==> src/hw/rtl/mcfir_pkg.sv <==
// Shared constants, types and the coefficient function for the multichannel FIR.
// No dependencies.
package mcfir_pkg;

	localparam int TAPS            = 64;
	localparam int CHANNELS        = 4;
	localparam int COEF_FRAC_BITS  = 17;
	localparam int TABLE_FRAC_BITS = 17;

	localparam int IDX_W  = $clog2(TAPS);
	localparam int FILL_W = $clog2(TAPS + 1);
	localparam int CH_W   = (CHANNELS > 1) ? $clog2(CHANNELS) : 1;
	localparam int ADDR_W = $clog2(CHANNELS * TAPS);
	localparam int SMP_W  = 16;
	localparam int CHN_W  = 2;
	localparam int OUT_W  = 18;
	// Largest Q0.17 tap magnitude is below 2^14, so 15 signed bits at 17 fraction bits.
	localparam int COEF_W = COEF_FRAC_BITS - 2;
	localparam int PROD_W = SMP_W + 1 + COEF_W;
	localparam int ACC_W  = PROD_W + $clog2(TAPS) + 1;

	localparam int UP_SH = (COEF_FRAC_BITS >= TABLE_FRAC_BITS) ?
		COEF_FRAC_BITS - TABLE_FRAC_BITS : 0;
	localparam int DN_SH = (COEF_FRAC_BITS < TABLE_FRAC_BITS) ?
		TABLE_FRAC_BITS - COEF_FRAC_BITS : 0;

	localparam int COEF_Q17 [64] = '{
		  131,    65,    64,    44,     1,   -70,  -172,  -306,
		 -468,  -652,  -847, -1039, -1207, -1330, -1385, -1348,
		-1196,  -912,  -481,   101,   833,  1703,  2689,  3763,
		 4885,  6014,  7100,  8098,  8960,  9647, 10124, 10369,
		10369, 10124,  9647,  8960,  8098,  7100,  6014,  4885,
		 3763,  2689,  1703,   833,   101,  -481,  -912, -1196,
		-1348, -1385, -1330, -1207, -1039,  -847,  -652,  -468,
		 -306,  -172,   -70,     1,    44,    64,    65,   131
	};

	typedef enum logic [2:0] {
		ST_IDLE,
		ST_WRITE,
		ST_MAC,
		ST_DRAIN,
		ST_ROUND
	} state_t;

	typedef struct packed {
		logic             load;
		logic             write;
		logic             acc_clr;
		logic             issue;
		logic [IDX_W-1:0] tap;
		logic             out_load;
	} fir_cmd_t;

	typedef struct packed {
		logic ch_ok;
		logic out_free;
	} fir_sts_t;

	// Tap k at COEF_FRAC_BITS fraction bits; narrowing rounds half away from zero.
	function automatic logic signed [COEF_W-1:0] coef_at(input logic [IDX_W-1:0] k);
		int c;
		int mag;
		int r;
		c   = COEF_Q17[k];
		mag = (c < 0) ? -c : c;
		r   = ((mag + ((1 << DN_SH) >> 1)) >> DN_SH) << UP_SH;
		return COEF_W'((c < 0) ? -r : r);
	endfunction

endpackage

==> src/hw/rtl/mcfir_dp.sv <==
// Datapath for the multichannel FIR: history memory, pointers, MAC pipeline,
// rounding and the output register. Depends on mcfir_pkg.
module mcfir_dp (
	input  logic                                    clk,
	input  logic                                    arst_n,
	input  mcfir_pkg::fir_cmd_t                     cmd,
	output mcfir_pkg::fir_sts_t                     sts,
	input  logic [mcfir_pkg::CHN_W-1:0]             channel,
	input  logic [mcfir_pkg::SMP_W-1:0]             sample,
	output logic                                    out_valid,
	input  logic                                    out_ready,
	output logic [mcfir_pkg::CHN_W-1:0]             out_channel,
	output logic signed [mcfir_pkg::OUT_W-1:0]      filtered
);

	localparam int CF = mcfir_pkg::COEF_FRAC_BITS;
	localparam logic [mcfir_pkg::ACC_W:0] RND_BIAS = (mcfir_pkg::ACC_W + 1)'((1 << CF) - 1);

	logic [mcfir_pkg::SMP_W-1:0]  hist_mem [mcfir_pkg::CHANNELS * mcfir_pkg::TAPS];
	logic [mcfir_pkg::IDX_W-1:0]  wptr_q [mcfir_pkg::CHANNELS];
	logic [mcfir_pkg::FILL_W-1:0] fill_q [mcfir_pkg::CHANNELS];

	logic [mcfir_pkg::CHN_W-1:0]  ch_q;
	logic [mcfir_pkg::SMP_W-1:0]  smp_q;
	logic [mcfir_pkg::IDX_W-1:0]  newest_q;
	logic [mcfir_pkg::FILL_W-1:0] fill_sel_q;
	logic [mcfir_pkg::CH_W-1:0]   ch_sel;
	logic [mcfir_pkg::IDX_W-1:0]  cur_ptr;
	logic [mcfir_pkg::FILL_W-1:0] cur_fill;

	logic [mcfir_pkg::IDX_W:0]    idx_wide;
	logic [mcfir_pkg::IDX_W-1:0]  rd_idx;
	logic [mcfir_pkg::ADDR_W-1:0] wr_addr, rd_addr;

	logic [mcfir_pkg::SMP_W-1:0]         smp_s1;
	logic                                vld_s1, issue_s1;
	logic signed [mcfir_pkg::COEF_W-1:0] coef_s1;
	logic signed [mcfir_pkg::PROD_W-1:0] prod_s2;
	logic                                issue_s2;
	logic signed [mcfir_pkg::ACC_W-1:0]  acc_q;
	logic signed [mcfir_pkg::ACC_W:0]    rnd;

	logic                                out_valid_q;
	logic [mcfir_pkg::CHN_W-1:0]         out_channel_q;
	logic signed [mcfir_pkg::OUT_W-1:0]  filtered_q;

	assign sts.ch_ok    = int'(channel) < mcfir_pkg::CHANNELS;
	assign sts.out_free = !out_valid_q || out_ready;

	assign ch_sel   = mcfir_pkg::CH_W'(ch_q);
	assign cur_ptr  = wptr_q[ch_sel];
	assign cur_fill = fill_q[ch_sel];

	// tap i reads the slot i steps behind the newest sample, wrapping
	assign idx_wide = (newest_q >= cmd.tap) ?
		(mcfir_pkg::IDX_W + 1)'(newest_q - cmd.tap) :
		(mcfir_pkg::IDX_W + 1)'(int'(newest_q) + mcfir_pkg::TAPS - int'(cmd.tap));
	assign rd_idx  = idx_wide[mcfir_pkg::IDX_W-1:0];
	assign wr_addr = mcfir_pkg::ADDR_W'(int'(ch_sel) * mcfir_pkg::TAPS + int'(cur_ptr));
	assign rd_addr = mcfir_pkg::ADDR_W'(int'(ch_sel) * mcfir_pkg::TAPS + int'(rd_idx));

	// history memory: one write port, one registered read port
	always_ff @(posedge clk) begin
		if (cmd.write) hist_mem[wr_addr] <= smp_q;
		if (cmd.issue) smp_s1 <= hist_mem[rd_addr];
	end

	// payload registers
	always_ff @(posedge clk) begin
		if (cmd.load) begin
			ch_q  <= channel;
			smp_q <= sample;
		end
		if (cmd.write) begin
			newest_q   <= cur_ptr;
			fill_sel_q <= (int'(cur_fill) < mcfir_pkg::TAPS) ? cur_fill + 1'b1 : cur_fill;
		end
		if (cmd.issue) begin
			// slots never written read as zero (fill count per channel)
			vld_s1  <= int'(rd_idx) < int'(fill_sel_q);
			coef_s1 <= mcfir_pkg::coef_at(cmd.tap);
		end
		prod_s2 <= $signed({1'b0, (vld_s1 ? smp_s1 : '0)}) * coef_s1;
		if (cmd.out_load) begin
			out_channel_q <= ch_q;
			filtered_q    <= rnd[CF + mcfir_pkg::OUT_W - 1:CF];
		end
	end

	always_ff @(posedge clk or negedge arst_n) begin
		if (!arst_n) begin
			for (int c = 0; c < mcfir_pkg::CHANNELS; c++) begin
				wptr_q[c] <= '0;
				fill_q[c] <= '0;
			end
		end else if (cmd.write) begin
			wptr_q[ch_sel] <= (int'(cur_ptr) == mcfir_pkg::TAPS - 1) ? '0 : cur_ptr + 1'b1;
			if (int'(cur_fill) < mcfir_pkg::TAPS) fill_q[ch_sel] <= cur_fill + 1'b1;
		end
	end

	always_ff @(posedge clk or negedge arst_n) begin
		if (!arst_n) begin
			issue_s1    <= 1'b0;
			issue_s2    <= 1'b0;
			out_valid_q <= 1'b0;
			acc_q       <= '0;
		end else begin
			issue_s1 <= cmd.issue;
			issue_s2 <= issue_s1;
			if (cmd.acc_clr) acc_q <= '0;
			else if (issue_s2) acc_q <= acc_q + mcfir_pkg::ACC_W'(prod_s2);
			if (cmd.out_load) out_valid_q <= 1'b1;
			else if (out_ready) out_valid_q <= 1'b0;
		end
	end

	// truncate toward zero: bias negative sums by 2^CF-1 before the shift
	assign rnd = {acc_q[mcfir_pkg::ACC_W-1], acc_q} +
		(acc_q[mcfir_pkg::ACC_W-1] ? RND_BIAS : '0);

	assign out_valid   = out_valid_q;
	assign out_channel = out_channel_q;
	assign filtered    = filtered_q;

endmodule

==> config.mk <==
export PLATFORM = sky130hd
export DESIGN_NAME = mcfir_dp
export DESIGN_NICKNAME = d
export VERILOG_FILES = /design/src/hw/rtl/mcfir_pkg.sv /design/src/hw/rtl/mcfir_dp.sv
export SDC_FILE = /design/constraint.sdc
export NUM_CORES = 2
export LEC_CHECK = 0
export BUFFER_PORTS_ARGS = -buffer_cell sky130_fd_sc_hd__buf_4
export CAP_MARGIN = 5
export CORE_MARGIN = 2
export CORE_UTILIZATION = 36
export DETAILED_ROUTE_END_ITERATION = 7
export PLACE_DENSITY = 0.47
export REMOVE_ABC_BUFFERS = 1
export SETUP_SLACK_MARGIN = 0.02
export SLEW_MARGIN = 20
export SYNTH_ARGS = -nofsm -noshare
export SYNTH_HDL_FRONTEND = slang
export SYNTH_SLANG_ARGS = --single-unit
==> constraint.sdc <==
create_clock -name clk -period 7.9 [get_ports clk]
set_input_delay 0.395 -clock clk [delete_from_list [all_inputs] [get_ports clk]]
set_output_delay 0.395 -clock clk [all_outputs]
set_load 0.03 [all_outputs]
==> results.toml <==
[outcome]
outcome = "complete, no violations"

[worst_setup_path]
end_kind = "flip-flop"
crit_required_ns = 8.78
start_kind = "flip-flop"
critical_path_class = "reg -> reg"
r2r_cells = 23
r2r-start = "vld_s1"
cp_max_fo = 70
critPathArrivalTime_ns = 8.04
rr_endpoint = "prod_s2[31]"
rrSetupSlack_ns = 0.75

[clock_tree]
htree_num_levels = 5
hold_buffers = 32
clkTransAtPathRegs_ns = 0.06
cts_resized = 0
cts_made_buffers = 459
clk_latency_ns = 1.02
clockRootBuffer = "clkbuf_16"
postCtsSetupRepairBufs = 0
clockBufferDepth = 4
cts_tree = "yes"
clock_sinks = 4305

[pwr]
p_comb_frac = 0.454
power_density_nw_per_um2 = 431.9
peakVddDrop_mv = 1.122
p_leak_nw = 65.47
cellInternalPower_w = 0.05504
p_seq_frac = 0.305
p_sw_w = 0.03230
power_w = 0.08734
pwr-share-clk = 0.241
p_sw_frac = 0.3698

[finish]
mostFrequentLayoutCell = "edfxtp_1"
fin_util = 0.4137
drive_above_1_share = 0.2939
syn2layout_area_growth_pct = 14.67
num-nets-final = 9085
mostFrequentLayoutCells = "edfxtp_1 (4179), mux4_2 (1381), clkbuf_16 (466)"

[synth]
synth_top_area_cell = "edfxtp_1"
synthTopCellsByArea = "edfxtp_1 (71%), mux4_2 (18%), fa_1 (2.1%)"
yosysUniqueCellTypes = 88
synth-edff-count = 4179
synth_top_area_share = 0.7116
synth_seq_area_share = 0.7286
synth_top_flop_cell = "edfxtp_1"
ys_async_sr_fraction = 0.02184
synth_warnings = 0
yosys_register_bits = 4305
syn-cell-area_um2 = 176300
syn_area_per_cell_um2 = 21.55
synth_cells = 8182

[global_routing]
grt_pass1_vias = 88030
grt_pass1_wl_mm = 690.0
grt-ovfl-total = 0
track_usage = 0.1951
grt_start_max_net_pins = 208
antenna_found_initial = 63

[floorplan]
io_pins = 55
initial_core_util = 0.3608
dieArea_um2 = 495500
core_area_um2 = 488800
die_height_um = 703.9
die_w_um = 703.9
num_rows = 257

[route]
drt_iter0_markers = 9301
first_pass_iters = 5
viasPerCell = 5.443
dr_total_vias = 84730
drt_wl_total_mm = 489.8
wl_per_cell_um = 31.46
drc_errors = 0
ant_nets = 0

[timing]
max_freq_ghz = 0.1398
rsz0062_at_grt = "no"
finalSetupViolations = 0
skew_ns = 0.07385
setup_ws_ns = 0.7458
period_share = 0.9056
maxSlewHeadroom = 0.1512
drv_slew = 0
worst_pin_slew_ns = 1.273
final_hold_viol_count = 0
period_needed_ns = 7.154

[min_path]
hp-class = "in -> reg"
hold_start = "sample[0]"
whs_path_depth = 2
hold_end = "smp_q[0]"

[placed_design]
port_buffers = 53
dp_hpwl_mm = 293.4
gp_congestion = 0.8046
dp_slack_ns = 0.7247

[run]
cap_violations = 0
==> registers in the layout, indices dropped and copies added, names as in the netlist, 6 cells and up <==
register    count
fill_q         28
wptr_q         24
newest_q        6
acc_q          39
hist_mem     4096
coef_s1        15
smp_q          16
prod_s2        32
fill_sel_q      7
smp_s1         16
filtered       18
==> per-stage QoR <==
step,cells,hold WS (ns),setup TNS (ns),cell area [um2]
detailed placement,14660,0.3357,0,187100
CTS,15550,0.0001026,0,202100
finish,15570,0.1069,0,202200
global route,15560,0.06271,0,202200
global placement,14660,0.3404,0,187100
floorplan,7740,0.09941,-561.53,174500
==> worst max-delay path: stages (launching register included) <==
cell,delay (ns)
edfxtp_1,0.37
buf_12,0.23
and2_1,0.45
nand2_1,0.15
fa_1,0.54
fa_1,0.54
inv_1,0.07
fa_1,0.50
fa_1,0.50
fa_1,0.49
inv_1,0.05
fa_1,0.48
inv_1,0.04
ha_1,0.32
a21oi_1,0.17
o21ai_0,0.10
a21o_1,0.21
nor4_1,0.30
a21oi_1,0.24
a41oi_1,0.40
a21oi_1,0.16
a211o_1,0.31
o31ai_1,0.25
xnor2_1,0.11
==> how the worst max path moves through the flow <==
stage / start / to / slack (ns)
6_report: vld_s1 / prod_s2[31] / 0.75
4_1_cts: vld_s1 / prod_s2[31] / 0.71
2_1_floorplan: cmd[1] / smp_s1[0] / -33.26
3_3_place_gp: vld_s1 / prod_s2[31] / 0.74
5_1_grt: vld_s1 / prod_s2[31] / 0.32
3_5_place_dp: vld_s1 / prod_s2[31] / 0.72
==> area by class of cell <==
cell class | count | area [um2]
timing repair buffer | 479 | 4318
sequential | 4305 | 128500
multi-input combinational | 3173 | 45670
tap | 6475 | 8102
inverter | 262 | 983.4
clock inverter | 283 | 2511
clock buffer | 570 | 12090
fill | 42630 | 286600
antenna | 21 | 52.55
==> logic make-up (layout without fill, tap and decap cells) <==
kind of cell             Yosys count  in the layout  share of synthesized area
flip-flops                      4305           4305                     0.7286
multiplexers                    1418           1418                     0.1786
AND/OR/NAND/NOR                  932            932                    0.02439
XOR/XNOR                          97             97                   0.004818
adder cells (fa/ha/maj)          373            373                    0.03426
other                              1             22                 0.00002127
AO/OA/AOI/OAI                    352            352                    0.01306
buffers and inverters            704           1594                    0.01623
==> synth_stat cells (6+ instances only) <==
library cell and number:
clkbuf_1 272, nor3_1 13, xor2_1 26, mux2_2 13, nand3_1 49, nor2_1 370, nor3b_1 7, nand2b_1 35
edfxtp_1 4179, buf_2 80, inv_1 258, or3_1 9, o21a_1 10, xnor2_1 71, a21o_1 47, a211oi_1 8
buf_6 11, nand2_1 234, buf_4 7, nand4_1 14, and3_1 128, mux4_2 1381, a31oi_1 19, o211ai_1 10
ha_1 190, nand3b_1 11, nor2b_1 15, o21ai_0 71, o21bai_1 16, mux2i_1 23, and2_1 23, dfxtp_1 32
a21oi_1 101, dfrtp_1 94, fa_1 183, o311ai_0 6, buf_1 71
==> power by group through the flow <==
stage	clock network, W	logic [W]	registers (W)
finish	0.0211	0.0396	0.0266
global route	0.0225	0.0434	0.0267
CTS	0.0216	0.0408	0.0266
detailed placement	0	0.0405	0.0271
global placement	0	0.0408	0.0271
floorplan	0	0.0274	0.0273
==> per-layer routing <==
metal	vias up	share of wire	GRT usage
li1	34870	-	-
met1	46720	0.44	0.2808
met2	2612	0.48	0.3170
met5	-	0.000027	0
met4	2	0.020	0.04060
met3	536	0.059	0.02906
(Power assumes the default switching activity.)
