## config.mk

```make
export PLATFORM = sky130hd
export DESIGN_NAME = mcfir_ctrl
export DESIGN_NICKNAME = d
export VERILOG_FILES = /design/src/hw/rtl/mcfir_pkg.sv /design/src/hw/rtl/mcfir_ctrl.sv
export SDC_FILE = /design/constraint.sdc
export NUM_CORES = 1
export LEC_CHECK = 0
export BUFFER_PORTS_ARGS = -buffer_cell sky130_fd_sc_hd__buf_2
export CAP_MARGIN = 20
export CORE_MARGIN = 2
export CORE_UTILIZATION = 38
export DETAILED_ROUTE_END_ITERATION = 10
export HOLD_SLACK_MARGIN = 0.06
export REMOVE_ABC_BUFFERS = 1
export SLEW_MARGIN = 20
export SYNTH_ARGS = -nofsm -noshare
export SYNTH_HDL_FRONTEND = slang
export SYNTH_SLANG_ARGS = --single-unit
```

## constraint.sdc

```tcl
create_clock -name clk -period 1.3 [get_ports clk]
set_clock_uncertainty 0.2 [all_clocks]
set_input_delay 0.13 -clock clk [delete_from_list [all_inputs] [get_ports clk]]
set_output_delay 0.13 -clock clk [all_outputs]
set_load 0.03 [all_outputs]
```

## src/hw/rtl/mcfir_pkg.sv

```systemverilog
// Shared constants, types and the coefficient function for the multichannel FIR.
// No dependencies.
package mcfir_pkg;

	localparam int TAPS            = 64;
	localparam int CHANNELS        = 4;
	localparam int COEF_FRAC_BITS  = 17;
	localparam int TABLE_FRAC_BITS = 17;

	localparam int IDX_W  = $clog2(TAPS);
	localparam int FILL_W = $clog2(TAPS + 1);
	localparam int CH_W   = (CHANNELS > 1) ? $clog2(CHANNELS) : 1;
	localparam int ADDR_W = $clog2(CHANNELS * TAPS);
	localparam int SMP_W  = 16;
	localparam int CHN_W  = 2;
	localparam int OUT_W  = 18;
	// Largest Q0.17 tap magnitude is below 2^14, so 15 signed bits at 17 fraction bits.
	localparam int COEF_W = COEF_FRAC_BITS - 2;
	localparam int PROD_W = SMP_W + 1 + COEF_W;
	localparam int ACC_W  = PROD_W + $clog2(TAPS) + 1;

	localparam int UP_SH = (COEF_FRAC_BITS >= TABLE_FRAC_BITS) ?
		COEF_FRAC_BITS - TABLE_FRAC_BITS : 0;
	localparam int DN_SH = (COEF_FRAC_BITS < TABLE_FRAC_BITS) ?
		TABLE_FRAC_BITS - COEF_FRAC_BITS : 0;

	localparam int COEF_Q17 [64] = '{
		  131,    65,    64,    44,     1,   -70,  -172,  -306,
		 -468,  -652,  -847, -1039, -1207, -1330, -1385, -1348,
		-1196,  -912,  -481,   101,   833,  1703,  2689,  3763,
		 4885,  6014,  7100,  8098,  8960,  9647, 10124, 10369,
		10369, 10124,  9647,  8960,  8098,  7100,  6014,  4885,
		 3763,  2689,  1703,   833,   101,  -481,  -912, -1196,
		-1348, -1385, -1330, -1207, -1039,  -847,  -652,  -468,
		 -306,  -172,   -70,     1,    44,    64,    65,   131
	};

	typedef enum logic [2:0] {
		ST_IDLE,
		ST_WRITE,
		ST_MAC,
		ST_DRAIN,
		ST_ROUND
	} state_t;

	typedef struct packed {
		logic             load;
		logic             write;
		logic             acc_clr;
		logic             issue;
		logic [IDX_W-1:0] tap;
		logic             out_load;
	} fir_cmd_t;

	typedef struct packed {
		logic ch_ok;
		logic out_free;
	} fir_sts_t;

	// Tap k at COEF_FRAC_BITS fraction bits; narrowing rounds half away from zero.
	function automatic logic signed [COEF_W-1:0] coef_at(input logic [IDX_W-1:0] k);
		int c;
		int mag;
		int r;
		c   = COEF_Q17[k];
		mag = (c < 0) ? -c : c;
		r   = ((mag + ((1 << DN_SH) >> 1)) >> DN_SH) << UP_SH;
		return COEF_W'((c < 0) ? -r : r);
	endfunction

endpackage

```

## src/hw/rtl/mcfir_ctrl.sv

```systemverilog
// Sequencer for the multichannel FIR: accept, write, tap sweep, drain, output.
// Depends on mcfir_pkg.
module mcfir_ctrl (
	input  logic                 clk,
	input  logic                 arst_n,
	input  logic                 in_valid,
	output logic                 in_ready,
	input  mcfir_pkg::fir_sts_t  sts,
	output mcfir_pkg::fir_cmd_t  cmd
);

	mcfir_pkg::state_t                state_q, state_d;
	logic [mcfir_pkg::IDX_W-1:0]      tap_q, tap_d;
	logic                             drain_q, drain_d;

	always_ff @(posedge clk or negedge arst_n) begin
		if (!arst_n) begin
			state_q <= mcfir_pkg::ST_IDLE;
			tap_q   <= '0;
			drain_q <= 1'b0;
		end else begin
			state_q <= state_d;
			tap_q   <= tap_d;
			drain_q <= drain_d;
		end
	end

	always_comb begin
		state_d  = state_q;
		tap_d    = tap_q;
		drain_d  = drain_q;
		in_ready = 1'b0;
		cmd      = '0;
		cmd.tap  = tap_q;
		unique case (state_q)
			mcfir_pkg::ST_IDLE: begin
				in_ready = 1'b1;
				if (in_valid) begin
					cmd.load = 1'b1;
					// unbuilt channel: item is taken and dropped
					if (sts.ch_ok) state_d = mcfir_pkg::ST_WRITE;
				end
			end
			mcfir_pkg::ST_WRITE: begin
				cmd.write   = 1'b1;
				cmd.acc_clr = 1'b1;
				tap_d       = '0;
				state_d     = mcfir_pkg::ST_MAC;
			end
			mcfir_pkg::ST_MAC: begin
				cmd.issue = 1'b1;
				tap_d     = tap_q + 1'b1;
				if (tap_q == mcfir_pkg::IDX_W'(mcfir_pkg::TAPS - 1)) begin
					drain_d = 1'b0;
					state_d = mcfir_pkg::ST_DRAIN;
				end
			end
			mcfir_pkg::ST_DRAIN: begin
				// read/coef stage and product stage empty out
				drain_d = 1'b1;
				if (drain_q) state_d = mcfir_pkg::ST_ROUND;
			end
			mcfir_pkg::ST_ROUND: begin
				if (sts.out_free) begin
					cmd.out_load = 1'b1;
					state_d      = mcfir_pkg::ST_IDLE;
				end
			end
			default: state_d = mcfir_pkg::ST_IDLE;
		endcase
	end

endmodule

```

==> impl_metrics.ini, run 1 <==
[outcome]
outcome = complete, but fails checks
violations = setup timing

[worst_setup_path]
endpoint_kind = primary output
cp_max_fo = 5
critPathKind = reg -> out
start_kind = flip-flop
crit_arrival_ns = 1.35
cp.required_ns = 0.97
worst-r2r-setup-slack_ns = -0.32

[cells_and_area]
seq_area_um2 = 253
postLayoutCellArea_um2 = 1190
multi_input_area_um2 = 419
n_antenna_cell = 0
fin_util = 0.791
area_growth_pct = 93.5
nFillCells = 90
drive_above_1_share = 0.694
final_nets = 118

[synth]
ys_ff_latch = 10
syn_area_per_cell_um2 = 10.1
synth.most_common_cell = dfrtp_1
yosysWarnings = 0
synth_top_area_share = 0.407
synth_flop_cell = dfrtp_1
synth_seq_area_share = 0.407
synth_area_leader_cell = dfrtp_1
yosys-top-cells-count = dfrtp_1 (10), nand2_1 (7), o21ai_1 (5)
synthCells = 61
synth_edf_count = 0
synth.distinct_cells = 30
ys_async_sr_fraction = 1.00
synth.top_cells.by_area = dfrtp_1 (41%), nand2_1 (4.3%), o21ai_1 (4.1%)
netlist_area_um2 = 616

[global_routing]
grt_pass1_vias = 651
grt_antenna_before_repair = 0
grt_pass1_wl_um = 2970
grt_max_degree = 11
grt_util_all_layers = 0.211
grt-ovfl-total = 0

[timing]
min_period_ns = 1.68
max_slew.worst_pin.slew_ns = 0.249
holdWs_ns = 0.316
max-slew-margin-rel = 0.834
rsz0062_at_grt = yes
period_share = 1.29
hold_violations = 0
setup_viol = 16
max_freq_mhz = 597
worst_slack_ns = -0.375
slew_viol_final = 0
fin_tns_setup_ns = -4.31

[placed_design]
finalWeightedCongestion = 0.776
dpl-instance-area_um2 = 768
io_buffers = 16
dp.final_hpwl_um = 1060

[power]
vdd_ir_drop_max_mv = 1.77
leakage_nw = 0.567
powerDensity_nw_per_um2 = 2620
total_power_mw = 3.12

[die]
start_util = 0.409
die_w_um = 44.3
core_um2 = 1510
num_rows = 14
die_h_um = 44.3
io_pins = 17
dieArea_um2 = 1960

[route]
ant_nets = 0
viasPerCell = 5.54
wl_um = 2170
dr.pass1.iters = 4
drc = 0
drt_iter0_drc = 15
vias = 703
wl_per_cell_um = 17.1

[cts]
numCtsBuffers = 3
cts_tree = done
worstSkewPairLatency_ns = 0.27
clk_pin_slew_worst_paths_ns = 0.07
htreeDepth = 1
cts_sinks = 10
cts_root_buffer = clkbuf_4
cts_buffer_depth = 2

[run]
cap_violations = 0

[worst_hold_path]
hold_path.class = reg -> reg
==> power by group <==
| group | internal [mW] | total (mW) | switching [mW] |
|---|---|---|---|
| Combinational | 1.18 | 2.30 | 1.11 |
| Clock | 0.170 | 0.285 | 0.115 |
| Sequential | 0.423 | 0.540 | 0.117 |
| Total | 1.78 | 3.12 | 1.35 |
==> per-stage QoR <==
step	std cells	worst slack [ns]
2_1_floorplan	57	-0.431
3_3_place_gp	101	-0.105
3_5_place_dp	101	-0.125
4_1_cts	118	-0.363
5_1_grt	127	-0.399
6_report	127	-0.375
==> area by class of cell <==
type	count	area share
Inverter	3	0.0137
Timing Repair Buffer	50	0.375
Multi-Input combinational cell	44	0.352
Tap cell	16	0.0168
Clock buffer	4	0.0305
Sequential cell	10	0.212
==> registers in the layout (all words and copies together) (netlist names) <==
name     flops
tap_q        6
state_q      3
drain_q      1
==> worst max-delay path: stages (launching register included) <==
cell and delay [ns]:
dfrtp_2 0.44, or3b_4 0.44, inv_4 0.08, buf_6 0.12
==> repair_timing <==
action,4_1_cts,5_1_grt
setup endpoints to repair,16,18
gates resized for setup,40,19
hold endpoints to repair,12,0
setup buffers,8,9
pin swaps,9,7
hold buffers,5,0
==> path summary, 6_finish.rpt <==
path | from | end | depth (start not counted)
setup / recovery | state_q[0] | cmd[9] | 3
hold / removal | tap_q[4] | tap_q[4] | 1
setup reg to reg | state_q[0] | state_q[1] | 6
hold reg to reg | tap_q[4] | tap_q[4] | 1
max in group asynchronous | arst_n | state_q[0] | 3
min in group asynchronous | arst_n | state_q[1] | 3
==> cells by family after synthesis <==
group,share of synthesized area
buffers and inverters,0.0793
multiplexers,0.0325
AO/OA/AOI/OAI,0.169
AND/OR/NAND/NOR,0.293
adder cells (fa/ha/maj),0.0203
flip-flops,0.407
==> routing by layer <==
metal | share of wire | vias to the layer above | GRT usage
met5 | 0 | - | 0
met1 | 0.42 | 350 | 0.242
met2 | 0.53 | 27 | 0.385
li1 | - | 324 | -
met3 | 0.042 | 2 | 0.0531
met4 | 0.0088 | 0 | 0.0545
==> layout by cell type (no fill, tap or decap), types with 2 or more instances in the layout <==
| cell | netlist | routed |
|---|---|---|
| nand3_2 | 0 | 2 |
| nand2_4 | 0 | 2 |
| buf_4 | 2 | 16 |
| and3_4 | 0 | 3 |
| and2_4 | 1 | 2 |
| clkbuf_4 | 0 | 3 |
| nand4_1 | 2 | 2 |
| dfrtp_1 | 10 | 8 |
| a21oi_1 | 3 | 2 |
| inv_4 | 0 | 2 |
| o21ai_2 | 0 | 3 |
| dfrtp_2 | 0 | 2 |
| nand2_1 | 7 | 5 |
| buf_6 | 2 | 21 |
| o21ai_1 | 5 | 4 |
| mux2i_1 | 2 | 2 |
| buf_2 | 0 | 8 |
| dlygate4sd3_1 | 0 | 5 |
Power figures use the tool's default switching activity.
==> run 2: changes to the inputs <==
--- a/config.mk
+++ b/config.mk
@@ -7,7 +7,6 @@
 export LEC_CHECK = 0
 export BUFFER_PORTS_ARGS = -buffer_cell sky130_fd_sc_hd__buf_2
 export CAP_MARGIN = 20
-export CORE_MARGIN = 2
 export CORE_UTILIZATION = 38
 export DETAILED_ROUTE_END_ITERATION = 10
 export HOLD_SLACK_MARGIN = 0.06
==> run 2 against run 1 <==
  * The run still ends with setup timing left
  * Critical path type unchanged
  * Flip-flop and latch count stayed put
  * First-iteration DRC count is 40% lower
  * Critical path depth stayed put
  * Die area is 8.8% lower
  * Cell count is 9.4% lower
  * Clock power is 27% lower
  * Utilization is 12 points lower
  * Sequential share of layout area is 3.4 points higher
  * Final area is 15% lower
  * Maximum frequency is 4.2% higher
  * Clock-buffer cell count is 1 lower
==> impl_metrics.ini, run 2 (synthesis results as in run 1) <==
[power]
powerDensity_nw_per_um2 = 2580
leakage_nw = 0.481
vdd_ir_drop_max_mv = 1.46
total_power_mw = 2.62

[die]
dieArea_um2 = 1790
die_h_um = 42.3
start_util = 0.409
die_w_um = 42.3
num_rows = 14
io_pins = 17
core_um2 = 1510

[placed_design]
finalWeightedCongestion = 0.797
io_buffers = 16
dp.final_hpwl_um = 1100

[timing]
worst_slack_ns = -0.308
max_freq_mhz = 622
max_slew.worst_pin.slew_ns = 0.251
rsz0062_at_grt = yes
holdWs_ns = 0.0635
min_period_ns = 1.61
setup_viol = 16
hold_violations = 0
max-slew-margin-rel = 0.833
slew_viol_final = 0
period_share = 1.24

[cells_and_area]
seq_area_um2 = 250
drive_above_1_share = 0.596
final_common_cell = buf_6
n_antenna_cell = 0
regMostFlops = tap_q
area_growth_pct = 65.0
nFillCells = 120
largest_reg_flops = 6
layout_common_cells = buf_6 (17), buf_4 (13), dfrtp_1 (10), buf_2 (7), nand2_1 (6)
multi_input_area_um2 = 368
final_nets = 107
top_regs = tap_q: 6 flops, state_q: 3 flops, drain_q: 1 flops

[route]
wl_um = 1690
drt_iter0_drc = 9
drc = 0
dr.pass1.iters = 4
vias = 617
viasPerCell = 5.37
wl_per_cell_um = 14.7
ant_nets = 0

[cts]
clk_pin_slew_worst_paths_ns = 0.07
htreeDepth = 1
worstSkewPairLatency_ns = 0.26
cts_sinks = 10
cts_tree = done
cts_root_buffer = clkbuf_4
cts_buffer_depth = 2
numCtsBuffers = 3

[worst_hold_path]
hold_path.class = in -> async

[global_routing]
grt_pass1_wl_um = 2710
grt-ovfl-total = 0
grt_util_all_layers = 0.201
grt_antenna_before_repair = 0
grt_max_degree = 11
grt_pass1_vias = 594

[worst_setup_path]
start_kind = flip-flop
endpoint_kind = primary output
crit_chain = or3b_4, inv_2, buf_6
cp.required_ns = 0.97
critPathKind = reg -> out
worst-r2r-setup-slack_ns = -0.21
cp_max_fo = 4
critPathSlowestCell = dfrtp_1
crit_arrival_ns = 1.28
critPathMaxStageDelay_ns = 0.41

[outcome]
violations = setup timing
outcome = complete, but fails checks

[run]
cap_violations = 0
## run 2: cell count changes in the layout (fill, tap and decap cells not counted), moves of 2 or more
| cell | previous run | this run |
|---|---|---|
| dfrtp_2 | 2 | 0 |
| buf_4 | 16 | 13 |
| dlygate4sd3_1 | 5 | 2 |
| inv_4 | 2 | 0 |
| inv_2 | 1 | 3 |
| buf_6 | 21 | 17 |
| dfrtp_1 | 8 | 10 |
| nand2_4 | 2 | 0 |
## run 2: repair_timing
action	CTS	global route
setup buffers	6	2
endpoints found under the hold margin	11	0
setup endpoints to repair	19	19
pin swaps	7	4
hold buffers	2	0
resized for setup	28	13
## run 2: worst paths after layout
path	startpoint	to	cells past startpoint
min reg2reg	tap_q[4]	tap_q[4]	1
max	state_q[0]	cmd[8]	3
max reg2reg	state_q[0]	tap_q[5]	5
min	arst_n	tap_q[1]	2
max in group asynchronous	arst_n	state_q[2]	2
min in group clk	sts[1]	state_q[0]	3
## run 2: layer usage
layer,wire length [µm],global-route usage,vias to the layer above
met2,851,0.302,15
met4,13,0.0750,0
met1,771,0.293,300
met5,0,0,-
met3,58,0.0259,2
li1,-,-,300
## run 2: report_power, final
group | internal, mW | switching [mW] | total (mW) | leakage (nW)
combinational | 0.945 | 0.943 | 1.89 | 0.341
clock | 0.107 | 0.102 | 0.208 | 0.0138
sequential | 0.418 | 0.103 | 0.521 | 0.126
total | 1.47 | 1.15 | 2.62 | 0.481
## run 2: cell type report
class | instances | share of cell area
multi-input combinational | 44 | 0.362
timing repair buffer | 39 | 0.339
sequential | 10 | 0.246
clock buffer | 3 | 0.0222
tap | 16 | 0.0197
inverter | 3 | 0.0111
## run 2: critical path: cells and delay by family, from the launching register on
kind	cells	cell delay, ns
flip-flops	1	0.41
AND/OR/NAND/NOR	1	0.41
buffers and inverters	2	0.20
## run 2: metrics by stage
stage / util / cell area [µm²] / instances / TNS (ns) / setup slack [ns]
detailed placement: 0.515 / 776 / 102 / -0.970 / -0.135
global route: 0.674 / 1020 / 115 / -3.41 / -0.339
finish: 0.674 / 1020 / 115 / -2.73 / -0.308
floorplan: - / 578 / 57 / -2.65 / -0.431
global placement: 0.515 / 776 / 102 / -0.861 / -0.124
CTS: 0.628 / 946 / 113 / -2.41 / -0.307
